--- config.mk ---
export PLATFORM = sky130hd
export DESIGN_NAME = serial_actuator_command_decoder_flat
export DESIGN_NICKNAME = d
export VERILOG_FILES = /design/src/design/sacd_pkg.sv /design/src/design/sacd_if.sv /design/src/design/sacd_front.sv /design/src/design/sacd_queue.sv /design/src/design/sacd_back.sv /design/src/design/serial_actuator_command_decoder.sv /design/src/flat_wrapper.sv
export SDC_FILE = /design/constraint.sdc
export NUM_CORES = 1
export LEC_CHECK = 0
export ABC_AREA = 1
export BUFFER_PORTS_ARGS = -buffer_cell sky130_fd_sc_hd__buf_4
export CAP_MARGIN = 10
export CORE_UTILIZATION = 64
export DETAILED_ROUTE_END_ITERATION = 8
export GPL_TIMING_DRIVEN = 0
export PLACE_DENSITY = 0.91
export SYNTH_ARGS = -nofsm -noshare
export SYNTH_HDL_FRONTEND = slang
export SYNTH_SLANG_ARGS = --single-unit
--- constraint.sdc ---
create_clock -name clk -period 5.8 [get_ports clk]
set_input_delay 1.16 -clock clk [delete_from_list [all_inputs] [get_ports clk]]
set_output_delay 1.16 -clock clk [all_outputs]
set_load 0.01 [all_outputs]
--- src/design/sacd_pkg.sv ---
`timescale 1ns / 1ps
// ---------------------------------------------------------------------------
// sacd_pkg: shared types and constants
// Command codes, queue entry type, character constants and reply tables
// used by the serial actuator command decoder.
// ---------------------------------------------------------------------------
package sacd_pkg;

    localparam int BYTE_W       = 8;
    localparam int DUTY_W       = 10;
    localparam int LED_W        = 3;
    localparam int CFG_INDEX_W  = 2;
    localparam int CFG_DATA_W   = 10;
    localparam int COUNT_W      = 3;
    localparam int REPLY_IDX_W  = 3;
    localparam int QUEUE_DEPTH  = 4;
    localparam int FRAME_LEN    = 4;

    // register reset values
    localparam logic [BYTE_W-1:0] START_CHAR_RESET = 8'd53;
    localparam logic [DUTY_W-1:0] RUN_DUTY_RESET   = 10'd723;
    localparam logic [DUTY_W-1:0] STOP_DUTY_RESET  = 10'h3ff;
    localparam logic [DUTY_W-1:0] DUTY_RESET       = 10'h3ff;

    // led codes
    localparam logic [LED_W-1:0] LED_RESET = 3'd1;
    localparam logic [LED_W-1:0] LED_RUN   = 3'd4;
    localparam logic [LED_W-1:0] LED_STOP  = 3'd5;

    // characters
    localparam logic [BYTE_W-1:0] CHAR_COLON = 8'h3a;
    localparam logic [BYTE_W-1:0] CHAR_CR    = 8'h0d;
    localparam logic [BYTE_W-1:0] CHAR_LF    = 8'h0a;
    localparam logic [BYTE_W-1:0] PRINT_LO   = 8'h20;
    localparam logic [BYTE_W-1:0] PRINT_HI   = 8'h7e;

    // configuration register indexes
    typedef enum logic [CFG_INDEX_W-1:0] {
        CFG_START_CHAR = 2'd0,
        CFG_RUN_DUTY   = 2'd1,
        CFG_STOP_DUTY  = 2'd2
    } cfg_index_t;

    // decoded frame commands
    typedef enum logic [2:0] {
        CMD_NONE,
        CMD_KICK_RUN,
        CMD_KICK_STOP,
        CMD_CHARGE_RUN,
        CMD_CHARGE_STOP,
        CMD_BALL_QUERY,
        CMD_DRIB_RUN,
        CMD_DRIB_STOP
    } cmd_t;

    // one closed frame handed from front to back
    typedef struct packed {
        cmd_t cmd;
        logic no_ball;
    } cmd_entry_t;

    // map two command letters to a command
    function automatic cmd_t decode_cmd(input logic [BYTE_W-1:0] a,
                                        input logic [BYTE_W-1:0] b);
        cmd_t c;
        c = CMD_NONE;
        if (a == "k" && b == "r")      c = CMD_KICK_RUN;
        else if (a == "k" && b == "s") c = CMD_KICK_STOP;
        else if (a == "c" && b == "r") c = CMD_CHARGE_RUN;
        else if (a == "c" && b == "s") c = CMD_CHARGE_STOP;
        else if (a == "i" && b == "b") c = CMD_BALL_QUERY;
        else if (a == "d" && b == "r") c = CMD_DRIB_RUN;
        else if (a == "d" && b == "s") c = CMD_DRIB_STOP;
        return c;
    endfunction

    // reply text: "yes" CR LF with a ball, "no" CR LF without
    function automatic logic [BYTE_W-1:0] reply_byte(input logic no_ball,
                                                     input logic [REPLY_IDX_W-1:0] idx);
        logic [BYTE_W-1:0] r;
        r = CHAR_LF;
        if (no_ball) begin
            unique case (idx)
                3'd0:    r = "n";
                3'd1:    r = "o";
                3'd2:    r = CHAR_CR;
                default: r = CHAR_LF;
            endcase
        end
        else begin
            unique case (idx)
                3'd0:    r = "y";
                3'd1:    r = "e";
                3'd2:    r = "s";
                3'd3:    r = CHAR_CR;
                default: r = CHAR_LF;
            endcase
        end
        return r;
    endfunction

    // index of the final reply byte
    function automatic logic [REPLY_IDX_W-1:0] reply_last_idx(input logic no_ball);
        return no_ball ? 3'd3 : 3'd4;
    endfunction

endpackage

--- src/design/sacd_if.sv ---
`timescale 1ns / 1ps
// ---------------------------------------------------------------------------
// sacd_if: channel interfaces
// Receive byte channel, result channel and configuration write channel,
// each with valid/ready handshake.
// ---------------------------------------------------------------------------
interface sacd_rx_if;
    import sacd_pkg::*;

    logic              valid;
    logic              ready;
    logic [BYTE_W-1:0] rx_byte;
    logic              ball_sensor;

    modport source (output valid, rx_byte, ball_sensor, input ready);
    modport sink   (input valid, rx_byte, ball_sensor, output ready);
endinterface

interface sacd_tx_if;
    import sacd_pkg::*;

    logic              valid;
    logic              ready;
    logic              kick_drive;
    logic              charge_drive;
    logic [LED_W-1:0]  led_select;
    logic [DUTY_W-1:0] dribbler_duty;
    logic              tx_valid;
    logic [BYTE_W-1:0] tx_byte;
    logic              last;

    modport source (output valid, kick_drive, charge_drive, led_select, dribbler_duty,
                    tx_valid, tx_byte, last, input ready);
    modport sink   (input valid, kick_drive, charge_drive, led_select, dribbler_duty,
                    tx_valid, tx_byte, last, output ready);
endinterface

interface sacd_cfg_if;
    import sacd_pkg::*;

    logic                   valid;
    logic                   ready;
    logic [CFG_INDEX_W-1:0] index;
    logic [CFG_DATA_W-1:0]  data;

    modport source (output valid, index, data, input ready);
    modport sink   (input valid, index, data, output ready);
endinterface

--- src/design/sacd_front.sv ---
`timescale 1ns / 1ps
// ---------------------------------------------------------------------------
// sacd_front: frame capture and command classification
// Takes received bytes, tracks the open frame, stores its first four
// printable bytes and pushes a decoded command when the frame closes.
// ---------------------------------------------------------------------------
module sacd_front (
    input  logic                        clk,
    input  logic                        rst_n,
    sacd_rx_if.sink                     rx,
    input  logic [sacd_pkg::BYTE_W-1:0] start_char,
    input  logic                        q_full,
    output logic                        q_push,
    output sacd_pkg::cmd_entry_t        q_entry
);
    import sacd_pkg::*;

    logic               capturing_reg, capturing_next;
    logic [COUNT_W-1:0] char_count_reg, char_count_next;
    logic [BYTE_W-1:0]  frame_chars_reg [FRAME_LEN];

    logic               accept;
    logic               is_start;
    logic               cap_eff;
    logic [COUNT_W-1:0] cnt_eff;
    logic               printable;
    logic               is_close;
    logic               store;
    logic               close;
    cmd_t               cmd;

    // byte is taken whenever the queue can hold a closing frame
    assign rx.ready = !q_full;
    assign accept   = rx.valid && rx.ready;

    // classify the byte against the open frame
    always_comb
    begin
        is_start  = (rx.rx_byte == start_char);
        cap_eff   = is_start || capturing_reg;
        cnt_eff   = is_start ? '0 : char_count_reg;
        printable = (rx.rx_byte >= PRINT_LO) && (rx.rx_byte <= PRINT_HI);
        is_close  = (rx.rx_byte == CHAR_CR) || (rx.rx_byte == CHAR_LF);
        store     = cap_eff && printable && (cnt_eff < COUNT_W'(FRAME_LEN));
        close     = cap_eff && is_close;

        cmd = CMD_NONE;
        if (cnt_eff == COUNT_W'(FRAME_LEN) && frame_chars_reg[0] == start_char
            && frame_chars_reg[1] == CHAR_COLON)
        begin
            cmd = decode_cmd(frame_chars_reg[2], frame_chars_reg[3]);
        end

        capturing_next  = close ? 1'b0 : cap_eff;
        if (close)
        begin
            char_count_next = '0;
        end
        else if (store)
        begin
            char_count_next = cnt_eff + COUNT_W'(1);
        end
        else
        begin
            char_count_next = cnt_eff;
        end
    end

    assign q_push          = accept && close;
    assign q_entry.cmd     = cmd;
    assign q_entry.no_ball = rx.ball_sensor;

    // frame control state
    always_ff @(posedge clk or negedge rst_n)
    begin
        if (!rst_n)
        begin
            capturing_reg  <= 1'b0;
            char_count_reg <= '0;
        end
        else if (accept)
        begin
            capturing_reg  <= capturing_next;
            char_count_reg <= char_count_next;
        end
    end

    // frame byte store
    always_ff @(posedge clk)
    begin
        if (accept && store)
        begin
            frame_chars_reg[cnt_eff[1:0]] <= rx.rx_byte;
        end
    end

endmodule

--- src/design/sacd_queue.sv ---
`timescale 1ns / 1ps
// ---------------------------------------------------------------------------
// sacd_queue: command queue
// Small first-in first-out store of decoded commands between the frame
// front and the actuator back.
// ---------------------------------------------------------------------------
module sacd_queue #(
    parameter int DEPTH = sacd_pkg::QUEUE_DEPTH
) (
    input  logic                 clk,
    input  logic                 rst_n,
    input  logic                 push,
    input  sacd_pkg::cmd_entry_t push_entry,
    output logic                 full,
    output logic                 q_valid,
    output sacd_pkg::cmd_entry_t q_entry,
    input  logic                 pop
);
    import sacd_pkg::*;

    localparam int AW = $clog2(DEPTH);
    localparam int CW = $clog2(DEPTH + 1);

    cmd_entry_t      mem [DEPTH];
    logic [AW-1:0]   wr_ptr_reg, rd_ptr_reg;
    logic [CW-1:0]   count_reg;
    logic            do_push, do_pop;

    assign full     = (count_reg == CW'(DEPTH));
    assign q_valid  = (count_reg != '0);
    assign q_entry  = mem[rd_ptr_reg];
    assign do_push  = push && !full;
    assign do_pop   = pop && q_valid;

    // pointers and fill count
    always_ff @(posedge clk or negedge rst_n)
    begin
        if (!rst_n)
        begin
            wr_ptr_reg <= '0;
            rd_ptr_reg <= '0;
            count_reg  <= '0;
        end
        else
        begin
            if (do_push)
            begin
                wr_ptr_reg <= (wr_ptr_reg == AW'(DEPTH - 1)) ? '0 : wr_ptr_reg + AW'(1);
            end
            if (do_pop)
            begin
                rd_ptr_reg <= (rd_ptr_reg == AW'(DEPTH - 1)) ? '0 : rd_ptr_reg + AW'(1);
            end
            if (do_push && !do_pop)
            begin
                count_reg <= count_reg + CW'(1);
            end
            else if (do_pop && !do_push)
            begin
                count_reg <= count_reg - CW'(1);
            end
        end
    end

    // entry storage
    always_ff @(posedge clk)
    begin
        if (do_push)
        begin
            mem[wr_ptr_reg] <= push_entry;
        end
    end

endmodule

--- src/design/sacd_back.sv ---
`timescale 1ns / 1ps
// ---------------------------------------------------------------------------
// sacd_back: command execution and result output
// Pops decoded commands, updates the actuator state and emits one status
// result per frame, or one result per byte of a ball query reply.
// ---------------------------------------------------------------------------
module sacd_back (
    input  logic                        clk,
    input  logic                        rst_n,
    input  logic                        q_valid,
    input  sacd_pkg::cmd_entry_t        q_entry,
    output logic                        q_pop,
    input  logic [sacd_pkg::DUTY_W-1:0] run_duty,
    input  logic [sacd_pkg::DUTY_W-1:0] stop_duty,
    sacd_tx_if.source                   tx
);
    import sacd_pkg::*;

    logic                   out_valid_reg, out_valid_next;
    logic                   reply_active_reg, reply_active_next;
    logic [REPLY_IDX_W-1:0] reply_idx_reg, reply_idx_next;
    logic                   reply_no_reg, reply_no_next;
    logic                   kick_reg, kick_next;
    logic                   charge_reg, charge_next;
    logic [LED_W-1:0]       led_reg, led_next;
    logic [DUTY_W-1:0]      duty_reg, duty_next;

    logic                   txv_reg, txv_next;
    logic [BYTE_W-1:0]      txb_reg, txb_next;
    logic                   last_reg, last_next;

    logic                   can_load;
    logic                   load;

    // next actuator state, reply sequencing and output load
    always_comb
    begin
        can_load          = !out_valid_reg || tx.ready;
        q_pop             = 1'b0;
        load              = 1'b0;
        reply_active_next = reply_active_reg;
        reply_idx_next    = reply_idx_reg;
        reply_no_next     = reply_no_reg;
        kick_next         = kick_reg;
        charge_next       = charge_reg;
        led_next          = led_reg;
        duty_next         = duty_reg;
        txv_next          = 1'b0;
        txb_next          = '0;
        last_next         = 1'b1;

        if (can_load && reply_active_reg)
        begin
            load           = 1'b1;
            txv_next       = 1'b1;
            txb_next       = reply_byte(reply_no_reg, reply_idx_reg);
            last_next      = (reply_idx_reg == reply_last_idx(reply_no_reg));
            reply_idx_next = reply_idx_reg + REPLY_IDX_W'(1);
            if (last_next)
            begin
                reply_active_next = 1'b0;
            end
        end
        else if (can_load && q_valid)
        begin
            q_pop = 1'b1;
            load  = 1'b1;
            unique case (q_entry.cmd)
                CMD_KICK_RUN:
                begin
                    charge_next = 1'b0;
                    kick_next   = 1'b1;
                    led_next    = LED_RUN;
                end
                CMD_KICK_STOP:
                begin
                    charge_next = 1'b0;
                    kick_next   = 1'b0;
                    led_next    = LED_STOP;
                end
                CMD_CHARGE_RUN:
                begin
                    kick_next   = 1'b0;
                    charge_next = 1'b1;
                    led_next    = LED_RUN;
                end
                CMD_CHARGE_STOP:
                begin
                    kick_next   = 1'b0;
                    charge_next = 1'b0;
                    led_next    = LED_STOP;
                end
                CMD_BALL_QUERY:
                begin
                    led_next = LED_RUN;
                end
                CMD_DRIB_RUN:
                begin
                    led_next  = LED_RUN;
                    duty_next = run_duty;
                end
                CMD_DRIB_STOP:
                begin
                    led_next  = LED_STOP;
                    duty_next = stop_duty;
                end
                CMD_NONE:
                begin
                    led_next = led_reg;
                end
            endcase

            // a query starts the reply with its first byte
            if (q_entry.cmd == CMD_BALL_QUERY)
            begin
                txv_next          = 1'b1;
                txb_next          = reply_byte(q_entry.no_ball, '0);
                last_next         = 1'b0;
                reply_active_next = 1'b1;
                reply_idx_next    = REPLY_IDX_W'(1);
                reply_no_next     = q_entry.no_ball;
            end
        end

        if (load)
        begin
            out_valid_next = 1'b1;
        end
        else if (tx.ready)
        begin
            out_valid_next = 1'b0;
        end
        else
        begin
            out_valid_next = out_valid_reg;
        end
    end

    // control and actuator state
    always_ff @(posedge clk or negedge rst_n)
    begin
        if (!rst_n)
        begin
            out_valid_reg    <= 1'b0;
            reply_active_reg <= 1'b0;
            reply_idx_reg    <= '0;
            reply_no_reg     <= 1'b0;
            kick_reg         <= 1'b0;
            charge_reg       <= 1'b0;
            led_reg          <= LED_RESET;
            duty_reg         <= DUTY_RESET;
        end
        else
        begin
            out_valid_reg    <= out_valid_next;
            reply_active_reg <= reply_active_next;
            reply_idx_reg    <= reply_idx_next;
            reply_no_reg     <= reply_no_next;
            kick_reg         <= kick_next;
            charge_reg       <= charge_next;
            led_reg          <= led_next;
            duty_reg         <= duty_next;
        end
    end

    // result payload register
    always_ff @(posedge clk)
    begin
        if (load)
        begin
            txv_reg  <= txv_next;
            txb_reg  <= txb_next;
            last_reg <= last_next;
        end
    end

    assign tx.valid         = out_valid_reg;
    assign tx.kick_drive    = kick_reg;
    assign tx.charge_drive  = charge_reg;
    assign tx.led_select    = led_reg;
    assign tx.dribbler_duty = duty_reg;
    assign tx.tx_valid      = txv_reg;
    assign tx.tx_byte       = txb_reg;
    assign tx.last          = last_reg;

`ifndef SYNTHESIS
    // a reply in progress always has a byte waiting on the output
    a_reply_holds_output: assert property (@(posedge clk) disable iff (!rst_n)
        reply_active_reg |-> out_valid_reg)
        else $error("reply active without a pending result");

    // reply index never runs past the longest reply
    a_reply_idx_range: assert property (@(posedge clk) disable iff (!rst_n)
        reply_active_reg |-> (reply_idx_reg <= REPLY_IDX_W'(4)))
        else $error("reply index out of range");

    // no command is popped while a reply is still being sent
    a_no_pop_in_reply: assert property (@(posedge clk) disable iff (!rst_n)
        reply_active_reg |-> !q_pop)
        else $error("command popped during reply");

    // a status result without reply byte is always the final one
    a_status_is_last: assert property (@(posedge clk) disable iff (!rst_n)
        (out_valid_reg && !txv_reg) |-> last_reg)
        else $error("status result not marked last");
`endif

endmodule

--- src/design/serial_actuator_command_decoder.sv ---
`timescale 1ns / 1ps
// ---------------------------------------------------------------------------
// serial_actuator_command_decoder: serial command frame decoder
// Decodes framed two-letter actuator commands from a byte stream, drives
// kick, charge, LED and dribbler duty, and answers ball queries.
//
//   channel | dir | handshake      | payload
//   rx      | in  | valid / ready  | rx_byte, ball_sensor
//   tx      | out | valid / ready  | kick_drive .. dribbler_duty, tx_valid, tx_byte, last
//   cfg     | in  | valid / ready  | index, data (start_char, run duty, stop duty)
//
// A byte is taken in every cycle while the command queue has room.
// A closed frame leaves one result through the registered result output
// of the back end; a ball query leaves four or five results, one per cycle
// while tx is ready, paced by the single result register on tx.
// tx stalls back up through the queue (depth QUEUE_DEPTH) to rx.ready.
// Reset is immediate; no clearing pass; cfg.ready is always high.
// ---------------------------------------------------------------------------
module serial_actuator_command_decoder #(
    parameter int QUEUE_DEPTH = sacd_pkg::QUEUE_DEPTH
) (
    input  logic       clk,
    input  logic       rst_n,
    sacd_rx_if.sink    rx,
    sacd_tx_if.source  tx,
    sacd_cfg_if.sink   cfg
);
    import sacd_pkg::*;

    logic [BYTE_W-1:0] start_char_reg;
    logic [DUTY_W-1:0] run_duty_reg;
    logic [DUTY_W-1:0] stop_duty_reg;

    logic              q_full;
    logic              q_push;
    cmd_entry_t        push_entry;
    logic              q_valid;
    cmd_entry_t        q_entry;
    logic              q_pop;

    // configuration registers
    assign cfg.ready = 1'b1;

    always_ff @(posedge clk or negedge rst_n)
    begin
        if (!rst_n)
        begin
            start_char_reg <= START_CHAR_RESET;
            run_duty_reg   <= RUN_DUTY_RESET;
            stop_duty_reg  <= STOP_DUTY_RESET;
        end
        else if (cfg.valid && cfg.ready)
        begin
            if (cfg.index == CFG_START_CHAR)
            begin
                start_char_reg <= cfg.data[BYTE_W-1:0];
            end
            else if (cfg.index == CFG_RUN_DUTY)
            begin
                run_duty_reg <= cfg.data[DUTY_W-1:0];
            end
            else if (cfg.index == CFG_STOP_DUTY)
            begin
                stop_duty_reg <= cfg.data[DUTY_W-1:0];
            end
        end
    end

    // frame capture front end
    sacd_front u_front (
        .clk        (clk),
        .rst_n      (rst_n),
        .rx         (rx),
        .start_char (start_char_reg),
        .q_full     (q_full),
        .q_push     (q_push),
        .q_entry    (push_entry)
    );

    // command queue
    sacd_queue #(
        .DEPTH (QUEUE_DEPTH)
    ) u_queue (
        .clk        (clk),
        .rst_n      (rst_n),
        .push       (q_push),
        .push_entry (push_entry),
        .full       (q_full),
        .q_valid    (q_valid),
        .q_entry    (q_entry),
        .pop        (q_pop)
    );

    // actuator back end
    sacd_back u_back (
        .clk       (clk),
        .rst_n     (rst_n),
        .q_valid   (q_valid),
        .q_entry   (q_entry),
        .q_pop     (q_pop),
        .run_duty  (run_duty_reg),
        .stop_duty (stop_duty_reg),
        .tx        (tx)
    );

endmodule

--- src/flat_wrapper.sv ---
// flat-port wrapper written by rule: the top's interface ports become plain ports
module serial_actuator_command_decoder_flat import sacd_pkg::*;
#(
    parameter int QUEUE_DEPTH = sacd_pkg::QUEUE_DEPTH
)
  (clk, rst_n, rx_valid, rx_rx_byte, rx_ball_sensor, rx_ready, tx_valid, tx_kick_drive, tx_charge_drive, tx_led_select, tx_dribbler_duty, tx_tx_valid, tx_tx_byte, tx_last, tx_ready, cfg_valid, cfg_index, cfg_data, cfg_ready);
  sacd_rx_if rx_i ();
  sacd_tx_if tx_i ();
  sacd_cfg_if cfg_i ();
  input  logic clk;
  input  logic rst_n;
  input wire logic [$bits(rx_i.valid)-1:0] rx_valid;
  input wire logic [$bits(rx_i.rx_byte)-1:0] rx_rx_byte;
  input wire logic [$bits(rx_i.ball_sensor)-1:0] rx_ball_sensor;
  output wire logic [$bits(rx_i.ready)-1:0] rx_ready;
  output wire logic [$bits(tx_i.valid)-1:0] tx_valid;
  output wire logic [$bits(tx_i.kick_drive)-1:0] tx_kick_drive;
  output wire logic [$bits(tx_i.charge_drive)-1:0] tx_charge_drive;
  output wire logic [$bits(tx_i.led_select)-1:0] tx_led_select;
  output wire logic [$bits(tx_i.dribbler_duty)-1:0] tx_dribbler_duty;
  output wire logic [$bits(tx_i.tx_valid)-1:0] tx_tx_valid;
  output wire logic [$bits(tx_i.tx_byte)-1:0] tx_tx_byte;
  output wire logic [$bits(tx_i.last)-1:0] tx_last;
  input wire logic [$bits(tx_i.ready)-1:0] tx_ready;
  input wire logic [$bits(cfg_i.valid)-1:0] cfg_valid;
  input wire logic [$bits(cfg_i.index)-1:0] cfg_index;
  input wire logic [$bits(cfg_i.data)-1:0] cfg_data;
  output wire logic [$bits(cfg_i.ready)-1:0] cfg_ready;
  assign rx_i.valid = rx_valid;
  assign rx_i.rx_byte = rx_rx_byte;
  assign rx_i.ball_sensor = rx_ball_sensor;
  assign rx_ready = rx_i.ready;
  assign tx_valid = tx_i.valid;
  assign tx_kick_drive = tx_i.kick_drive;
  assign tx_charge_drive = tx_i.charge_drive;
  assign tx_led_select = tx_i.led_select;
  assign tx_dribbler_duty = tx_i.dribbler_duty;
  assign tx_tx_valid = tx_i.tx_valid;
  assign tx_tx_byte = tx_i.tx_byte;
  assign tx_last = tx_i.last;
  assign tx_i.ready = tx_ready;
  assign cfg_i.valid = cfg_valid;
  assign cfg_i.index = cfg_index;
  assign cfg_i.data = cfg_data;
  assign cfg_ready = cfg_i.ready;
  serial_actuator_command_decoder #(.QUEUE_DEPTH(QUEUE_DEPTH)) u_core (.clk(clk), .rst_n(rst_n), .rx(rx_i), .tx(tx_i), .cfg(cfg_i));
endmodule
After elaboration in Yosys (flattened, before gate mapping)
Memories as Yosys holds them, arrays and structs flattened.
Index checks and enable logic that the tools add are counted.
{"block": "totals", "reg_bits": 70, "latch_bits": 0, "ram_bits": 48, "rom_bits": 0, "input_bits": 26, "wordCells": 167, "n_memories": 2}
{"memory": "u_core.u_front.frame_chars_reg", "words": 4, "width": 8, "rd": 4, "rd_ports_with_merged_regs": 0, "write_ports": 1, "line_no": "sacd_front.sv:20", "text": "logic [BYTE_W-1:0] frame_chars_reg [FRAME_LEN];"}
{"memory": "u_core.u_queue.mem", "words": 4, "width": 4, "rd": 1, "rd_ports_with_merged_regs": 0, "write_ports": 1, "line_no": "sacd_queue.sv:24", "text": "cmd_entry_t mem [DEPTH];"}
{"block": "classes", "add_sub_neg": 6, "mul": 0, "div": 0, "order_cmp": 3, "eq_ne": 30, "shifts": 0, "mux": 49, "bitwise_logic": 4, "n_reduce_logical": 54}
{"operator": "equality test 8 x 7 -> 1 bit (second input constant)", "n": 7}
{"operator": "two-way mux 3 bit", "n": 17}
{"operator": "one-hot mux 7 bit (4 select lines)", "n": 1}
{"operator": "logical AND 1 bit", "n": 22}
{"operator": "one-hot mux 7 bit (3 select lines)", "n": 1}
{"operator": "AND reduction 3 bit", "n": 7}
{"operator": "one-hot mux 10 bit (2 select lines)", "n": 1}
{"operator": "two-way mux 1 bit", "n": 19}
{"operator": "equality test 3 bit (second input constant)", "n": 6}
{"operator": "equality test 8 x 4 -> 1 bit (second input constant)", "n": 2}
{"operator": "equality test 8 bit", "n": 2}
{"operator": "two-way mux 8 bit", "n": 2}
{"operator": "two-way mux 7 bit", "n": 2}
{"operator": "nonzero test 2 bit", "n": 7}
{"operator": "equality test 3 x 2 -> 1 bit (second input constant)", "n": 4}
{"operator": "adder 3 x 1 -> 3 bit (second input constant)", "n": 3}
{"operator": "OR reduction 3 bit", "n": 3}
{"operator": "equality test 8 x 6 -> 1 bit (second input constant)", "n": 1}
{"operator": ">= comparator 8 x 6 -> 1 bit (second input constant)", "n": 1}
{"operator": "less-or-equal comparator 8 x 7 -> 1 bit (second input constant)", "n": 1}
{"operator": "equality test 2 bit (second input constant)", "n": 3}
{"operator": "equality test 3 x 1 -> 1 bit (second input constant)", "n": 2}
{"operator": "logical NOT 3 bit", "n": 2}
{"operator": "one-hot mux 3 bit (2 select lines)", "n": 1}
{"operator": "other kinds (17)", "n": 29}

Depth between registers and ports, before layout
An unclocked memory read counts as a cell.
{"block": "depth", "depth_word": 11, "ltp_mapped": 16, "mapped_depth_nobuf": 16}

Cells and area by module
From an unflattened synthesis, not the netlist that was laid out.
{"block": "hier_totals", "cells_unflattened": 632, "area_unflattened_um2": 5758.0}
{"mod": "sacd_front", "instances": 1, "cells_each": 219, "area_per_inst_um2": 1900.6}
{"mod": "sacd_back", "instances": 1, "cells_each": 180, "area_per_inst_um2": 1524.0}
{"mod": "serial_actuator_command_decoder", "instances": 1, "cells_each": 127, "area_per_inst_um2": 1193.6}
{"mod": "sacd_queue", "instances": 1, "cells_each": 106, "area_per_inst_um2": 1139.8}

Least setup slack after synthesis
OpenSTA, ideal clock, no wires.
{"block": "synth_timing", "path_type": "input to register", "startpoint": "input port rx_rx_byte[5]", "endpoint": "register u_core.u_queue.count_reg[2]", "arrival_time_ns": 2.842, "t_required_ns": 5.669, "path_slack_ns": 2.827, "cell_stages": 15, "path_buffers": 0, "cell_sequence": "inv_1 nand2_1 nand2_1 nand2_1 nor2_1 nand2_1 a21boi_1 nand2_2 inv_2 ha_1 inv_1 fa_1 a21oi_1 o21ai_0 xor2_1"}
{"block": "synth_via", "elab_chain_len": 8, "elab_cells_between_ends": 13, "classes_between": "eq/ne (3); mux (1); reduce/logical (9)"}
{"element": "from (decl)", "line_no": "flat_wrapper.sv:13", "text": "input wire logic [$bits(rx_i.rx_byte)-1:0] rx_rx_byte;"}
{"element": "equality test 8 bit / equality test 8 x 4 -> 1 bit (equally long branches)", "line_no": "sacd_front.sv:39, sacd_front.sv:43"}
{"element": "logical OR 1 bit (on tied branches)", "line_no": "sacd_front.sv:40, sacd_front.sv:43"}
{"element": "logical AND 1 bit *", "line_no": "sacd_front.sv:45", "text": "close = cap_eff && is_close;"}
{"element": "logical AND 1 bit *", "line_no": "sacd_front.sv:69", "text": "assign q_push = accept && close;"}
{"element": "logical AND 1 bit *", "line_no": "sacd_queue.sv:32", "text": "assign do_push = push && !full;"}
{"element": "named net u_core.u_queue.do_push", "line_no": "sacd_queue.sv:27", "text": "logic do_push, do_pop;"}
{"element": "logical NOT 1 bit", "line_no": "sacd_queue.sv:58", "text": "else if (do_pop && !do_push)"}
{"element": "logical AND 1 bit", "line_no": "sacd_queue.sv:58"}
{"element": "nonzero test 2 bit (no source line)"}
{"element": "to (signal assigned)", "line_no": "sacd_queue.sv:56", "text": "count_reg <= count_reg + CW'(1);"}
{"element": "to (signal assigned)", "line_no": "sacd_queue.sv:60", "text": "count_reg <= count_reg - CW'(1);"}
{"element": "to (decl)", "line_no": "sacd_queue.sv:26", "text": "logic [CW-1:0] count_reg;"}
The timed path passes the listed nets; every way through them passes the cells marked *.
A chain may end at the register's enable or synchronous reset.

==> summary.md <==
| Metric | Value |
|---|---|
| Mapped Avg Cell Area | roughly 9.3 um2 |
| Synth Area in Simple Gates | 20.3% |
| Core Box Area | approximately 8300 um2 |
| RSZ-0062 raised after global routing | no |
| Period Utilization, post-route | between 50% and 60% |
| Min Clock Period, post-route | approximately 3.1 ns |
| Crit Path Class | input pin to flop |
| Clk_lat worst skew | 0.54 ns |
| HP Start | u_core.u_back.tx.led_select[0] |
| Slew @ Worst Pin | roughly 0.75 ns |
| Layout fillers | 489 |
| Compound-Gate Fraction of Synth Area | 9.32% |
| Yosys reg bits | 115 |
| Hold Path Sink | u_core.u_back.tx.led_select[0] |
| Clk_skew | 0.0105 ns |
| Crit path arrival time | 3.45 ns |
| Number of core rows | 33 |
| DP HPWL | 8530 um |
| Antenna diodes | 0 |
| Worst rel slew slack | 50.1% |
| Max FFs per register | 32 |
| Share of layout cells above drive strength 1 | 20.1% |
| Clock Tree Root | clkbuf_8 |
| Hold path cells | 2 |
| Via density | 5.92 |
| CP startpoint kind | input pin |
| PwrDens | 463 nW/um2 |
| Post-CTS setup buffer count | 0 |
| Die H | 94.5 um |
| Slew Viols, Final | 0 |
| Initial antenna violation count | 0 |
| Total Power | about 0.003 W |
| Fmax | 321 MHz |
| HP Class | flop to flop |
| Reg2reg end | u_core.u_queue.mem[2][3] |
| First-pass GRT wire length | about 22000 um |
| Clock Tree Buf Depth | 2 |
| Type of destination of the critical path | flop |
| WL final | 13600 um |
| FF-to-FF Start | u_core.start_char_reg[2] |
| Via count | approximately 4600 |
| XOR/XNOR Fraction of Synth Area | 0.640% |
| Worst Path Max Fanout | 8 |
| Synth Instances | around 600 |
| Gpl congestion | 0.871 |
| Most common cell after layout, fill and taps aside | nand2_1 |
| DRT Pass-1 Iters | 5 |
| Largest family of logic cells by synthesized area | simple AND/OR/NAND/NOR gates |
| Ys async rst share | 51.3% |
| Setup TNS | 0 ns |
| FF-to-FF path depth | 15 |
| IO buf count | 50 |
| Post-CTS Hold Fix Bufs | 0 |
| Worst R2R Setup Slack | 2.89 ns |
| Mux share of post-synthesis cell area | 0% |
| Mapped Area | 5480 um2 |
| Post-route ant nets | 0 |
| Leakage | 3.04 nW |
| Status | completed |
| Vias in the first global route | 4743 |
| Global Route Usage Sum | 33.4% |
| Chip width | 94.5 um |
| Ranking of synthesized cells by area | edfxtp_1, dfstp_2, dfrtp_1, nand2_1, inv_1 |
| Clk pin slew, worst setup/hold paths | 0.06 ns |
| CTS resizes | 0 |
| Total CTS buffers | 17 |
| Drt wl/cell | 17.5 um |
| Post-synthesis sequential area ratio | a little under 60% |
| Layout Nets | between 700 and 800 |
| Total of max-cap violations | 0 |
| Initial Utilization | ~66% |
| Synth-to-Final Area Change | 18.5% |
| IO Count | 54 |
| Congestion Overflow GR | 0 |
| Drt drc | 0 |
| Primary FF master, synth | edfxtp_1 |
| Post-synth EDFFs | between 50 and 60 |
| CTS Sinks | 115 |
| Syn. warnings | 0 |
| Pin count of the biggest net entering global routing | 60 |
| Adder-Cell Fraction of Synth Area | 3.79% |
| Number of distinct library cells after synthesis | 42 |
| Worst Path Required | approximately 6.1 ns |
| DIE AREA | 8930 um2 |
| CTS tree | built |
| Final setup fails | 0 |
| Most frequent cells in the layout | nand2_1, inv_1, edfxtp_1, buf_4, o21ai_0 |
| First DRT Iteration DRCs | 377 |
| Peak VDD IR | 272 uV |
| H-Tree Depth | 4 |
| Yosys top cell by area | edfxtp_1 |
| Synth top area share | between 30% and 40% |
| Fin. Hold Viols | 0 |
## worst max-delay path by stage
stage                       start                          end  slack (ns)
floorplan           rx_rx_byte[5]  u_core.u_queue.count_reg[2]        2.83
CTS                 rx_rx_byte[0]     u_core.u_queue.mem[2][3]        2.73
detailed placement  rx_rx_byte[7]     u_core.u_queue.mem[1][3]        2.26
finish              rx_rx_byte[0]     u_core.u_queue.mem[2][3]        2.69
global route        rx_rx_byte[2]     u_core.u_queue.mem[2][3]        2.39
global placement         tx_ready  u_core.u_queue.count_reg[2]        2.43
## kinds of logic (layout without fill, tap and decap cells)
kind of cell,count (synthesis),after routing
AO/OA/AOI/OAI,90,90
XOR/XNOR,4,4
adder cells (fa/ha/maj),16,16
buffers and inverters,100,181
flip-flops,115,115
other,2,3
AND/OR/NAND/NOR,263,263
## where the power goes
part,total [W],internal (W),switching (W)
clock network,0.000896,0.000526,0.000369
logic,0.000941,0.000332,0.000609
registers,0.00117,0.00106,0.000107
## metrics by stage
step	util [%]	instances	hold slack, ns	area, um2	setup WS (ns)
6_report	78.6	777	0.462	6490	2.69
5_1_grt	78.6	777	0.493	6490	2.39
4_1_cts	78.6	777	0.464	6490	2.73
3_5_place_dp	72.5	746	0.455	5990	2.26
3_3_place_gp	72.5	746	0.450	5990	2.43
2_1_floorplan	-	591	0.449	5480	2.83
## critical path, stage by stage
cell and delay, ns:
buf_4 0.14, inv_1 0.06, nand2_1 0.06, nand2_1 0.08, nand2_1 0.08, nor2_1 0.13
nand2_1 0.15, nand2_1 0.18, ha_1 0.18, inv_1 0.06, a211oi_1 0.26, nand3_1 0.10
nor3_1 0.39, nand3_1 0.15, nor2_1 0.25
## synth_stat cells, types with 2 or more instances
cell type / number
o22ai_1: 6
nand3_1: 26
nand3b_1: 2
buf_2: 2
nor4_1: 2
xnor2_1: 3
dfstp_2: 31
conb_1: 2
ha_1: 15
o211ai_1: 12
clkbuf_1: 6
inv_1: 83
o21ai_1: 14
nor2_1: 39
a21oi_1: 5
buf_4: 5
nand2_2: 6
edfxtp_1: 56
dfrtp_1: 28
nor3b_1: 2
o21ai_0: 47
or2_2: 2
nand4_1: 3
nor3_1: 7
inv_2: 2
nand2_1: 167
nor2_4: 2
## routing by layer
metal	global-route usage (%)	share of wire, %	vias to the layer above
li1	-	-	2063
met1	36.6	36	2186
met2	58.3	53	282
met3	8.78	7.5	70
met4	19.8	3.8	0
met5	0	0	-
## cell type report
cell class	instances	area [um2]	area share, %
clock inverter	11	66.3	1.02
tap	105	131	2.02
timing repair buffer	50	375	5.78
buffer	14	81.3	1.25
sequential	115	3200	49.3
multi-input combinational	376	1880	28.9
inverter	86	328	5.05
clock buffer	20	435	6.71
(Power assumes the default switching activity.)
